$ cat config.mk
export PLATFORM = sky130hd
export DESIGN_NAME = backend_server_selector
export DESIGN_NICKNAME = d
export VERILOG_FILES = /design/src/rtl/bss_pkg.sv /design/src/rtl/bss_table.sv /design/src/rtl/bss_mod.sv /design/src/rtl/backend_server_selector.sv
export SDC_FILE = /design/constraint.sdc
export NUM_CORES = 2
export LEC_CHECK = 0
export ABC_AREA = 0
export BUFFER_PORTS_ARGS = -buffer_cell sky130_fd_sc_hd__buf_2
export CAP_MARGIN = 25
export CORE_ASPECT_RATIO = 0.9
export CORE_UTILIZATION = 62
export DETAILED_ROUTE_END_ITERATION = 10
export PLACE_DENSITY = 0.79
export SYNTH_ARGS = -nofsm -noshare
export SYNTH_HDL_FRONTEND = slang
export SYNTH_SLANG_ARGS = --single-unit
$ cat constraint.sdc
create_clock -name clk -period 19.8 [get_ports clk]
set_input_delay 0.99 -clock clk [delete_from_list [all_inputs] [get_ports clk]]
set_output_delay 0.99 -clock clk [all_outputs]
set_load 0.02 [all_outputs]
$ cat src/rtl/bss_pkg.sv
// ============================================================================
// bss_pkg: shared types and constants for the backend server selector
// Holds the table geometry, the operation, algorithm, status and server state
// codes, the table entry record and the request and result payloads.
// ============================================================================
`default_nettype none
package bss_pkg;

    localparam int MAX_SERVERS = 16;
    localparam int IDX_W       = $clog2(MAX_SERVERS);
    localparam int CNT_W       = $clog2(MAX_SERVERS + 1);

    localparam logic [31:0] ALL_ONES_32 = 32'hFFFF_FFFF;
    localparam logic [15:0] SAT16_MAX   = 16'hFFFF;

    localparam logic [3:0] OP_SELECT    = 4'd0;
    localparam logic [3:0] OP_ADD       = 4'd1;
    localparam logic [3:0] OP_REMOVE    = 4'd2;
    localparam logic [3:0] OP_DRAIN     = 4'd3;
    localparam logic [3:0] OP_DOWN      = 4'd4;
    localparam logic [3:0] OP_RESTORE   = 4'd5;
    localparam logic [3:0] OP_CHECK     = 4'd6;
    localparam logic [3:0] OP_RESPONSE  = 4'd7;
    localparam logic [3:0] OP_RELEASE   = 4'd8;
    localparam logic [3:0] OP_QUERY     = 4'd9;
    localparam logic [3:0] OP_CHECK_ALL = 4'd10;
    localparam logic [3:0] OP_PEEK      = 4'd11;

    localparam logic [2:0] ALG_ROUND_ROBIN = 3'd0;
    localparam logic [2:0] ALG_LEAST_CONNS = 3'd1;
    localparam logic [2:0] ALG_ADDR_HASH   = 3'd2;
    localparam logic [2:0] ALG_LEAST_RESP  = 3'd3;

    localparam logic [1:0] ST_OK        = 2'd0;
    localparam logic [1:0] ST_BAD_INDEX = 2'd1;
    localparam logic [1:0] ST_FULL      = 2'd2;
    localparam logic [1:0] ST_NONE      = 2'd3;

    localparam logic [1:0] SRV_ACTIVE   = 2'd0;
    localparam logic [1:0] SRV_DRAINING = 2'd1;
    localparam logic [1:0] SRV_DOWN     = 2'd2;

    localparam logic [2:0] REG_ALGORITHM = 3'd0;
    localparam logic [2:0] REG_MAX_CONNS = 3'd4;

    typedef struct packed {
        logic [31:0] addr;
        logic [15:0] port;
        logic [1:0]  state;
        logic [15:0] conns;
        logic [31:0] avg_resp;
        logic [15:0] failures;
    } entry_t;

    typedef struct packed {
        logic [3:0]  op;
        logic [31:0] client_addr;
        logic [4:0]  server_index;
        logic [31:0] backend_addr;
        logic [15:0] backend_port;
        logic [31:0] resp_time_ms;
    } req_t;

    typedef struct packed {
        logic [1:0]  status;
        logic [4:0]  chosen_index;
        logic [31:0] chosen_addr;
        logic [15:0] chosen_port;
        logic [1:0]  srv_state;
        logic [15:0] open_conns;
        logic [15:0] fail_count;
        logic        healthy;
        logic [4:0]  healthy_total;
    } res_t;

endpackage
`default_nettype wire

$ cat src/rtl/bss_table.sv
// ============================================================================
// bss_table: server table memory
// One write port and one read port with registered read data.
// ============================================================================
`default_nettype none
module bss_table (
    input  wire logic                 clk,
    input  wire logic [bss_pkg::IDX_W-1:0] rd_addr,
    output bss_pkg::entry_t           rd_data,
    input  wire logic                 wr_en,
    input  wire logic [bss_pkg::IDX_W-1:0] wr_addr,
    input  wire bss_pkg::entry_t      wr_data
);
    import bss_pkg::*;

    entry_t mem [MAX_SERVERS];
    entry_t rd_data_reg;

    always_ff @(posedge clk)
    begin
        if (wr_en)
        begin
            mem[wr_addr] <= wr_data;
        end
        rd_data_reg <= mem[rd_addr];
    end

    assign rd_data = rd_data_reg;

endmodule
`default_nettype wire

$ cat src/rtl/bss_mod.sv
// ============================================================================
// bss_mod: iterative remainder unit
// Reduces a 32-bit value modulo the live server count, one bit per cycle.
// ============================================================================
`default_nettype none
module bss_mod (
    input  wire logic                     clk,
    input  wire logic                     rst_n,
    input  wire logic                     start,
    input  wire logic [31:0]              dividend,
    input  wire logic [bss_pkg::CNT_W-1:0] divisor,
    output logic                          done,
    output logic [bss_pkg::CNT_W-1:0]     remainder
);
    import bss_pkg::*;

    logic [31:0]      num_reg;
    logic [CNT_W-1:0] div_reg;
    logic [CNT_W-1:0] rem_reg;
    logic [5:0]       step_reg;
    logic             busy_reg;
    logic             done_reg;
    logic [CNT_W:0]   trial;

    // Shift in the next dividend bit and subtract once if it fits.
    always_comb
    begin
        trial = {rem_reg, num_reg[31]};
        if (trial >= {1'b0, div_reg})
        begin
            trial = trial - {1'b0, div_reg};
        end
    end

    always_ff @(posedge clk or negedge rst_n)
    begin
        if (!rst_n)
        begin
            busy_reg <= 1'b0;
            done_reg <= 1'b0;
            step_reg <= '0;
        end
        else
        begin
            done_reg <= 1'b0;
            if (start)
            begin
                busy_reg <= 1'b1;
                step_reg <= '0;
            end
            else if (busy_reg)
            begin
                step_reg <= step_reg + 6'd1;
                if (step_reg == 6'd31)
                begin
                    busy_reg <= 1'b0;
                    done_reg <= 1'b1;
                end
            end
        end
    end

    always_ff @(posedge clk)
    begin
        if (start)
        begin
            num_reg <= dividend;
            div_reg <= divisor;
            rem_reg <= '0;
        end
        else if (busy_reg)
        begin
            num_reg <= {num_reg[30:0], 1'b0};
            rem_reg <= trial[CNT_W-1:0];
        end
    end

    assign done      = done_reg;
    assign remainder = rem_reg;

endmodule
`default_nettype wire

$ cat src/rtl/backend_server_selector.sv
// ============================================================================
// backend_server_selector: load balancer server table and picker
// Keeps up to MAX_SERVERS backend entries and serves select, table management,
// health check, response averaging, release, peek and query requests.
// ============================================================================
// One request is handled at a time and the request channel is not ready until
// the sequencer is back in idle; a finished result waits in an output register
// so the next request can be taken meanwhile. The table is a single-port-read
// memory with registered read data, so every entry visited takes a read state
// and an evaluate state. Round robin and address hash select run a 32-step
// remainder unit. Least connections and least response time select, peek and
// check all scan the table. Remove shifts every entry behind the removed one
// down by a place. A result that still waits for the receiver holds the
// sequencer in its output state. Table contents are undefined until added,
// and only positions below the live count are ever read back.
// ============================================================================
`default_nettype none
module backend_server_selector (
    input  wire logic        clk,
    input  wire logic        rst_n,
    input  wire logic        req_valid,
    output logic             req_ready,
    input  wire bss_pkg::req_t req_data,
    output logic             res_valid,
    input  wire logic        res_ready,
    output bss_pkg::res_t    res_data,
    input  wire logic        psel,
    input  wire logic        penable,
    input  wire logic        pwrite,
    input  wire logic [2:0]  paddr,
    input  wire logic [31:0] pwdata,
    output logic [31:0]      prdata,
    output logic             pready
);
    import bss_pkg::*;

    typedef enum logic [3:0] {
        S_IDLE,
        S_DECODE,
        S_DIV,
        S_SCAN_RD,
        S_SCAN_EV,
        S_RD,
        S_MODIFY,
        S_CMP_RD,
        S_CMP_WR,
        S_OUT
    } state_t;

    state_t state_reg, state_next;

    // Configuration registers.
    logic [2:0]  algorithm_reg;
    logic [15:0] max_conns_reg;

    // Block state.
    logic [CNT_W-1:0] live_reg, live_next;
    logic [31:0]      rotate_reg, rotate_next;

    // Working registers of the sequencer.
    req_t             req_reg;
    logic [CNT_W-1:0] k_reg, k_next;
    logic [CNT_W-1:0] pos_reg, pos_next;
    logic [CNT_W-1:0] total_reg, total_next;
    logic [31:0]      best_reg, best_next;
    logic [IDX_W-1:0] target_reg, target_next;
    res_t             result_reg, result_next;
    logic             res_valid_reg, res_valid_next;
    res_t             res_data_reg, res_data_next;

    // Table and remainder unit connections.
    logic [IDX_W-1:0] rd_addr;
    entry_t           rd_data;
    logic             wr_en;
    logic [IDX_W-1:0] wr_addr;
    entry_t           wr_data;
    logic             mod_start;
    logic [31:0]      mod_dividend;
    logic             mod_done;
    logic [CNT_W-1:0] mod_rem;

    logic   idx_ok;
    logic   cfg_write;
    entry_t upd;
    logic   hc_pass;
    logic [32:0] avg_sum;

    bss_table u_table (
        .clk     (clk),
        .rd_addr (rd_addr),
        .rd_data (rd_data),
        .wr_en   (wr_en),
        .wr_addr (wr_addr),
        .wr_data (wr_data)
    );

    bss_mod u_mod (
        .clk       (clk),
        .rst_n     (rst_n),
        .start     (mod_start),
        .dividend  (mod_dividend),
        .divisor   (live_reg),
        .done      (mod_done),
        .remainder (mod_rem)
    );

    // Configuration port: always ready, register chosen by the word address.
    assign pready    = 1'b1;
    assign cfg_write = psel && penable && pwrite;
    always_comb
    begin
        if (paddr[2])
        begin
            prdata = {16'd0, max_conns_reg};
        end
        else
        begin
            prdata = {29'd0, algorithm_reg};
        end
    end

    always_ff @(posedge clk or negedge rst_n)
    begin
        if (!rst_n)
        begin
            algorithm_reg <= ALG_ROUND_ROBIN;
            max_conns_reg <= 16'd1024;
        end
        else if (cfg_write)
        begin
            if (paddr[2])
            begin
                max_conns_reg <= pwdata[15:0];
            end
            else
            begin
                algorithm_reg <= pwdata[2:0];
            end
        end
    end

    // Builds a result that reports one entry after the op.
    function automatic res_t entry_result(input logic [CNT_W-1:0] pos, input entry_t e);
        res_t r;
        r              = '0;
        r.status       = ST_OK;
        r.chosen_index = 5'(pos);
        r.chosen_addr  = e.addr;
        r.chosen_port  = e.port;
        r.srv_state    = e.state;
        r.open_conns   = e.conns;
        r.fail_count   = e.failures;
        return r;
    endfunction

    assign idx_ok  = (req_reg.server_index != 5'd0)
                  && (int'(req_reg.server_index) <= int'(live_reg));
    assign hc_pass = {16'd0, rd_data.conns} < {16'd0, max_conns_reg};
    assign avg_sum = {1'b0, rd_data.avg_resp} + {1'b0, req_reg.resp_time_ms};
    assign req_ready = (state_reg == S_IDLE);
    assign mod_dividend = (algorithm_reg == ALG_ROUND_ROBIN) ? rotate_reg
                                                               : req_reg.client_addr;

    // Entry after a per-server op, select or peek.
    always_comb
    begin
        upd = rd_data;
        case (req_reg.op)
            OP_SELECT:
            begin
                if (rd_data.conns != SAT16_MAX)
                begin
                    upd.conns = rd_data.conns + 16'd1;
                end
            end
            OP_DRAIN:
            begin
                upd.state = SRV_DRAINING;
            end
            OP_DOWN:
            begin
                upd.state = SRV_DOWN;
                if (rd_data.failures != SAT16_MAX)
                begin
                    upd.failures = rd_data.failures + 16'd1;
                end
            end
            OP_RESTORE:
            begin
                upd.state    = SRV_ACTIVE;
                upd.failures = 16'd0;
            end
            OP_CHECK:
            begin
                if (hc_pass)
                begin
                    upd.state    = SRV_ACTIVE;
                    upd.failures = 16'd0;
                end
            end
            OP_RESPONSE:
            begin
                upd.avg_resp = avg_sum[32:1];
            end
            OP_RELEASE:
            begin
                if (rd_data.conns != 16'd0)
                begin
                    upd.conns = rd_data.conns - 16'd1;
                end
            end
            default:
            begin
                upd = rd_data;
            end
        endcase
    end

    // Sequencer.
    always_comb
    begin
        state_next     = state_reg;
        live_next      = live_reg;
        rotate_next    = rotate_reg;
        k_next         = k_reg;
        pos_next       = pos_reg;
        total_next     = total_reg;
        best_next      = best_reg;
        target_next    = target_reg;
        result_next    = result_reg;
        res_valid_next = res_valid_reg;
        res_data_next  = res_data_reg;
        rd_addr        = target_reg;
        wr_en          = 1'b0;
        wr_addr        = target_reg;
        wr_data        = upd;
        mod_start      = 1'b0;

        if (res_valid_reg && res_ready)
        begin
            res_valid_next = 1'b0;
        end

        unique case (state_reg)
            S_IDLE:
            begin
                if (req_valid)
                begin
                    state_next = S_DECODE;
                end
            end
            S_DECODE:
            begin
                result_next = '0;
                k_next      = '0;
                pos_next    = '0;
                total_next  = '0;
                best_next   = ALL_ONES_32;
                target_next = IDX_W'(req_reg.server_index - 5'd1);
                state_next  = S_OUT;
                if (req_reg.op >= OP_REMOVE && req_reg.op <= OP_QUERY && !idx_ok)
                begin
                    result_next.status = ST_BAD_INDEX;
                end
                else
                begin
                    case (req_reg.op)
                        OP_SELECT, OP_PEEK:
                        begin
                            if (live_reg == '0)
                            begin
                                result_next.status = ST_NONE;
                            end
                            else if (req_reg.op == OP_PEEK
                                     || algorithm_reg == ALG_LEAST_CONNS
                                     || algorithm_reg == ALG_LEAST_RESP)
                            begin
                                state_next = S_SCAN_RD;
                            end
                            else if (algorithm_reg == ALG_ROUND_ROBIN
                                     || algorithm_reg == ALG_ADDR_HASH)
                            begin
                                mod_start  = 1'b1;
                                state_next = S_DIV;
                                if (algorithm_reg == ALG_ROUND_ROBIN)
                                begin
                                    rotate_next = rotate_reg + 32'd1;
                                end
                            end
                            else
                            begin
                                target_next = '0;
                                state_next  = S_RD;
                            end
                        end
                        OP_ADD:
                        begin
                            if (int'(live_reg) >= MAX_SERVERS)
                            begin
                                result_next.status = ST_FULL;
                            end
                            else
                            begin
                                wr_en            = 1'b1;
                                wr_addr          = IDX_W'(live_reg);
                                wr_data          = '0;
                                wr_data.addr     = req_reg.backend_addr;
                                wr_data.port     = req_reg.backend_port;
                                wr_data.state    = SRV_ACTIVE;
                                live_next        = live_reg + CNT_W'(1);
                                result_next      = entry_result(live_next, wr_data);
                            end
                        end
                        OP_REMOVE:
                        begin
                            k_next     = CNT_W'(req_reg.server_index - 5'd1);
                            state_next = S_CMP_RD;
                        end
                        OP_CHECK_ALL:
                        begin
                            state_next = S_SCAN_RD;
                        end
                        OP_DRAIN, OP_DOWN, OP_RESTORE, OP_CHECK,
                        OP_RESPONSE, OP_RELEASE, OP_QUERY:
                        begin
                            state_next = S_RD;
                        end
                        default:
                        begin
                            state_next = S_OUT;
                        end
                    endcase
                end
            end
            S_DIV:
            begin
                if (mod_done)
                begin
                    target_next = IDX_W'(mod_rem);
                    state_next  = S_RD;
                end
            end
            S_SCAN_RD:
            begin
                rd_addr = IDX_W'(k_reg);
                if (k_reg == live_reg)
                begin
                    if (req_reg.op == OP_CHECK_ALL)
                    begin
                        result_next.healthy_total = 5'(total_reg);
                        state_next = S_OUT;
                    end
                    else if (pos_reg == '0)
                    begin
                        result_next.status = ST_NONE;
                        state_next = S_OUT;
                    end
                    else
                    begin
                        target_next = IDX_W'(pos_reg - CNT_W'(1));
                        state_next  = S_RD;
                    end
                end
                else
                begin
                    state_next = S_SCAN_EV;
                end
            end
            S_SCAN_EV:
            begin
                k_next     = k_reg + CNT_W'(1);
                state_next = S_SCAN_RD;
                if (req_reg.op == OP_CHECK_ALL)
                begin
                    if (hc_pass)
                    begin
                        wr_en          = 1'b1;
                        wr_addr        = IDX_W'(k_reg);
                        wr_data        = rd_data;
                        wr_data.state  = SRV_ACTIVE;
                        wr_data.failures = 16'd0;
                        total_next     = total_reg + CNT_W'(1);
                    end
                end
                else if (req_reg.op == OP_SELECT && algorithm_reg == ALG_LEAST_RESP)
                begin
                    if (rd_data.state == SRV_ACTIVE && rd_data.avg_resp < best_reg)
                    begin
                        best_next = rd_data.avg_resp;
                        pos_next  = k_next;
                    end
                end
                else
                begin
                    if (rd_data.state == SRV_ACTIVE && {16'd0, rd_data.conns} < best_reg)
                    begin
                        best_next = {16'd0, rd_data.conns};
                        pos_next  = k_next;
                    end
                end
            end
            S_RD:
            begin
                state_next = S_MODIFY;
            end
            S_MODIFY:
            begin
                wr_en       = 1'b1;
                result_next = entry_result(CNT_W'(target_reg) + CNT_W'(1), upd);
                if (req_reg.op == OP_CHECK)
                begin
                    result_next.healthy = hc_pass;
                end
                state_next = S_OUT;
            end
            S_CMP_RD:
            begin
                rd_addr = IDX_W'(k_reg + CNT_W'(1));
                if (k_reg + CNT_W'(1) < live_reg)
                begin
                    state_next = S_CMP_WR;
                end
                else
                begin
                    live_next  = live_reg - CNT_W'(1);
                    state_next = S_OUT;
                end
            end
            S_CMP_WR:
            begin
                wr_en      = 1'b1;
                wr_addr    = IDX_W'(k_reg);
                wr_data    = rd_data;
                k_next     = k_reg + CNT_W'(1);
                state_next = S_CMP_RD;
            end
            S_OUT:
            begin
                if (!res_valid_reg || res_ready)
                begin
                    res_valid_next = 1'b1;
                    res_data_next  = result_reg;
                    state_next     = S_IDLE;
                end
            end
            default:
            begin
                state_next = S_IDLE;
            end
        endcase
    end

    always_ff @(posedge clk or negedge rst_n)
    begin
        if (!rst_n)
        begin
            state_reg     <= S_IDLE;
            live_reg      <= '0;
            rotate_reg    <= '0;
            res_valid_reg <= 1'b0;
        end
        else
        begin
            state_reg     <= state_next;
            live_reg      <= live_next;
            rotate_reg    <= rotate_next;
            res_valid_reg <= res_valid_next;
        end
    end

    always_ff @(posedge clk)
    begin
        if (req_valid && req_ready)
        begin
            req_reg <= req_data;
        end
        k_reg        <= k_next;
        pos_reg      <= pos_next;
        total_reg    <= total_next;
        best_reg     <= best_next;
        target_reg   <= target_next;
        result_reg   <= result_next;
        res_data_reg <= res_data_next;
    end

    assign res_valid = res_valid_reg;
    assign res_data  = res_data_reg;

`ifndef SYNTHESIS
    a_live_bounded: assert property (@(posedge clk) disable iff (!rst_n)
        int'(live_reg) <= MAX_SERVERS)
        else $error("live count above table size");

    a_busy_not_ready: assert property (@(posedge clk) disable iff (!rst_n)
        (state_reg != S_IDLE) |-> !req_ready)
        else $error("ready while a request is in progress");

    a_fail_no_index: assert property (@(posedge clk) disable iff (!rst_n)
        (res_valid && res_data.status != ST_OK) |-> (res_data.chosen_index == 5'd0))
        else $error("failed result carries an index");

    a_accept_decodes: assert property (@(posedge clk) disable iff (!rst_n)
        (req_valid && req_ready) |=> (state_reg == S_DECODE))
        else $error("accepted request not decoded");
`endif

endmodule
`default_nettype wire
==> results.sh <==
export IMPL_grt_max_degree=163
export IMPL_die_x_um=417.5
export IMPL_numPortBuffers=257
export IMPL_drive_gt1_frac=0.2110
export IMPL_drc_errors=0
export IMPL_ff_latch_area_um2=70860
export IMPL_htree_levels=4
export IMPL_rr_worst_depth=11
export IMPL_die_y_um=375.9
export IMPL_worstPathArrival_ns=6.23
export IMPL_synth_edf_count=2223
export IMPL_row_count=136
export IMPL_max_slew_margin=0.2267
export IMPL_cap_violations=0
export IMPL_critPathRequiredTime_ns=20.27
export IMPL_ys_ff_latch=2411
export IMPL_crit_type="flop to flop"
export IMPL_finClkSkew_ns=0.05289
export IMPL_hp_class="primary input to async pin"
export IMPL_max_clock_path_buffers=3
export IMPL_startpoint_type="flop"
export IMPL_yosysSeqAreaShare=0.7357
export IMPL_grt_pass1_wl_mm=339.3
export IMPL_hold_viol_final=0
export IMPL_leakage_nw=36.51
export IMPL_dpl_cell_count=7589
export IMPL_setup_tns_ns=0
export IMPL_reg2reg_slack_ns=14.04
export IMPL_num_fill_cells=9236
export IMPL_tightest_slew_ns=1.160
export IMPL_cts_tree="built"
export IMPL_gp_congestion=0.9508
export IMPL_clock_sinks=2411
export IMPL_layout_commonest_cell="edfxtp_1"
export IMPL_area_growth_synth_to_final_pct=11.82
export IMPL_ctsHoldBuffers=0
export IMPL_worstPathMaxFanout=53
export IMPL_hpwl_mm=117.4
export IMPL_insertion_delay_ns=0.87
export IMPL_ys_warnings_count=0
export IMPL_r2r_end="u_table.mem[11][5]"
export IMPL_layout_min_cycle_time_ns=5.755
export IMPL_drtIter0Drc=6596
export IMPL_ys_async_sr_fraction=0.02862
export IMPL_nets=6025
export IMPL_post_cts_setup_buffers=0
export IMPL_layout_cells_non_filler=8008
export IMPL_drtPass1Iterations=6
export IMPL_die_area_um2=156900
export IMPL_grt_total_usage=0.2970
export IMPL_num_vias=52990
export IMPL_numCtsBuffers=217
export IMPL_grt_overflow=0
export IMPL_largest_reg_flops=1824
export IMPL_post_cts_resized=0
export IMPL_rsz0062_at_grt="no"
export IMPL_drt_wl_total_mm=232.6
export IMPL_syn_area_um2=96320
export IMPL_finalSetupViolations=0
export IMPL_finalCritPeriodShare=0.2907
export IMPL_layout_common_cells="edfxtp_1, nand2_1, mux4_2"
export IMPL_synth_cells=5404
export IMPL_r2r_start="state_reg[2]"
export IMPL_worstSetupEndpointType="flop"
export IMPL_grt_pass1_vias=52430
export IMPL_clk_pin_slew_ns=0.06
export IMPL_powerDensity_nw_per_um2=160.7
export IMPL_ios=293
export IMPL_vias_per_cell=6.617
export IMPL_yosys_top_cells_area="edfxtp_1, mux4_2, dfxtp_1"
export IMPL_fmax_ghz=0.1738
export IMPL_run_status="complete, no violations"
export IMPL_yosys_area_top_type_share=0.6930
export IMPL_ys_flop_type="edfxtp_1"
export IMPL_vdd_drop_max_mv=0.1562
export IMPL_multi_input_area_um2=24070
export IMPL_core_area_um2=153500
export IMPL_placed_area_um2=100400
export IMPL_routedWlPerCell_um=29.05
export IMPL_yosysUniqueCellTypes=82
export IMPL_root_buffer="clkbuf_16"
export IMPL_grt_antenna_before_repair=2
export IMPL_synth_area_leader_cell="edfxtp_1"
export IMPL_avgSynthCellArea_um2=17.82
export IMPL_start_util=0.6276
export IMPL_postRouteAntennaNets=0
export IMPL_postLayoutCellArea_um2=107700
export IMPL_place_ws_ns=14.24
export IMPL_power_total_mw=17.31
export IMPL_setup_slack_ns=14.04
export IMPL_final_max_slew_viol_count=0
==> power breakdown <==
part           switching [mW]  total [mW]  internal [mW]
clock network            1.87        4.25           2.39
registers               0.441        7.55           7.11
logic                    3.38        5.50           2.12
==> cell usage after synthesis, types with 64 or more instances <==
master and n:
a211oi_1 128, mux2i_1 151, clkbuf_1 150, nand2_1 492, dfrtp_1 68, o21ai_0 189, nor2_1 133, buf_2 111
xnor2_1 64, mux4_2 456, edfxtp_1 2223, a21oi_1 214, nor2b_1 127, ha_1 119, dfxtp_1 119, inv_1 87
==> through the flow <==
step           utilization  hold slack, ns
2_1_floorplan            -          0.4003
3_3_place_gp        0.6539          0.4018
3_5_place_dp        0.6540          0.4045
4_1_cts             0.7015         0.09344
5_1_grt             0.7017          0.1376
6_report            0.7018          0.1346
==> worst max-delay path by stage <==
stage | startpoint | end | cells past startpoint
finish | state_reg[2] | u_table.mem[11][5] | 11
detailed placement | state_reg[2] | u_table.mem[11][94] | 11
global placement | state_reg[2] | u_table.mem[11][94] | 11
CTS | state_reg[2] | u_table.mem[11][5] | 11
floorplan | max_conns_reg[10] | u_table.mem[4][0] | 12
global route | state_reg[2] | u_table.mem[11][3] | 11
==> cell type report <==
type | count | share of cell area
repair buffers | 396 | 0.02379
well taps | 2070 | 0.02405
diodes | 1 | 0.00002323
flip-flops and latches | 2411 | 0.6579
clock inverters | 126 | 0.01280
inverters | 89 | 0.003102
multi-input cells | 2626 | 0.2235
clock buffers | 289 | 0.05482
==> per-layer routing <==
metal,vias up,part of all wire,track usage
met3,579,0.092,0.04584
li1,22080,-,-
met5,-,0.000030,0
met1,27020,0.37,0.4044
met2,3305,0.49,0.4797
met4,2,0.049,0.1375
==> critical path: stages, from the launching register on <==
cell and delay [ns]:
dfrtp_1 0.66, or2_2 0.28, nor2_1 0.09, o21ai_0 0.56, inv_1 0.31, nand2_1 0.34, a21o_1 0.60, a221oi_1 0.20
buf_4 0.22, nor4_2 0.26, buf_4 0.81, buf_4 0.97
==> kinds of logic (layout without fill, tap and decap cells) <==
kind of cell / after synthesis / count (layout) / synth area share
simple gates: 1034 / 1034 / 0.05049
flops: 2411 / 2411 / 0.7357
buf+inv: 382 / 900 / 0.01730
mux: 630 / 630 / 0.1250
xor+xnor: 100 / 100 / 0.009093
fa+ha+maj: 121 / 121 / 0.01587
other cells: 2 / 18 / 0.00007797
compound gates: 724 / 724 / 0.04648
No activity file was read; power rests on OpenSTA's default activity.
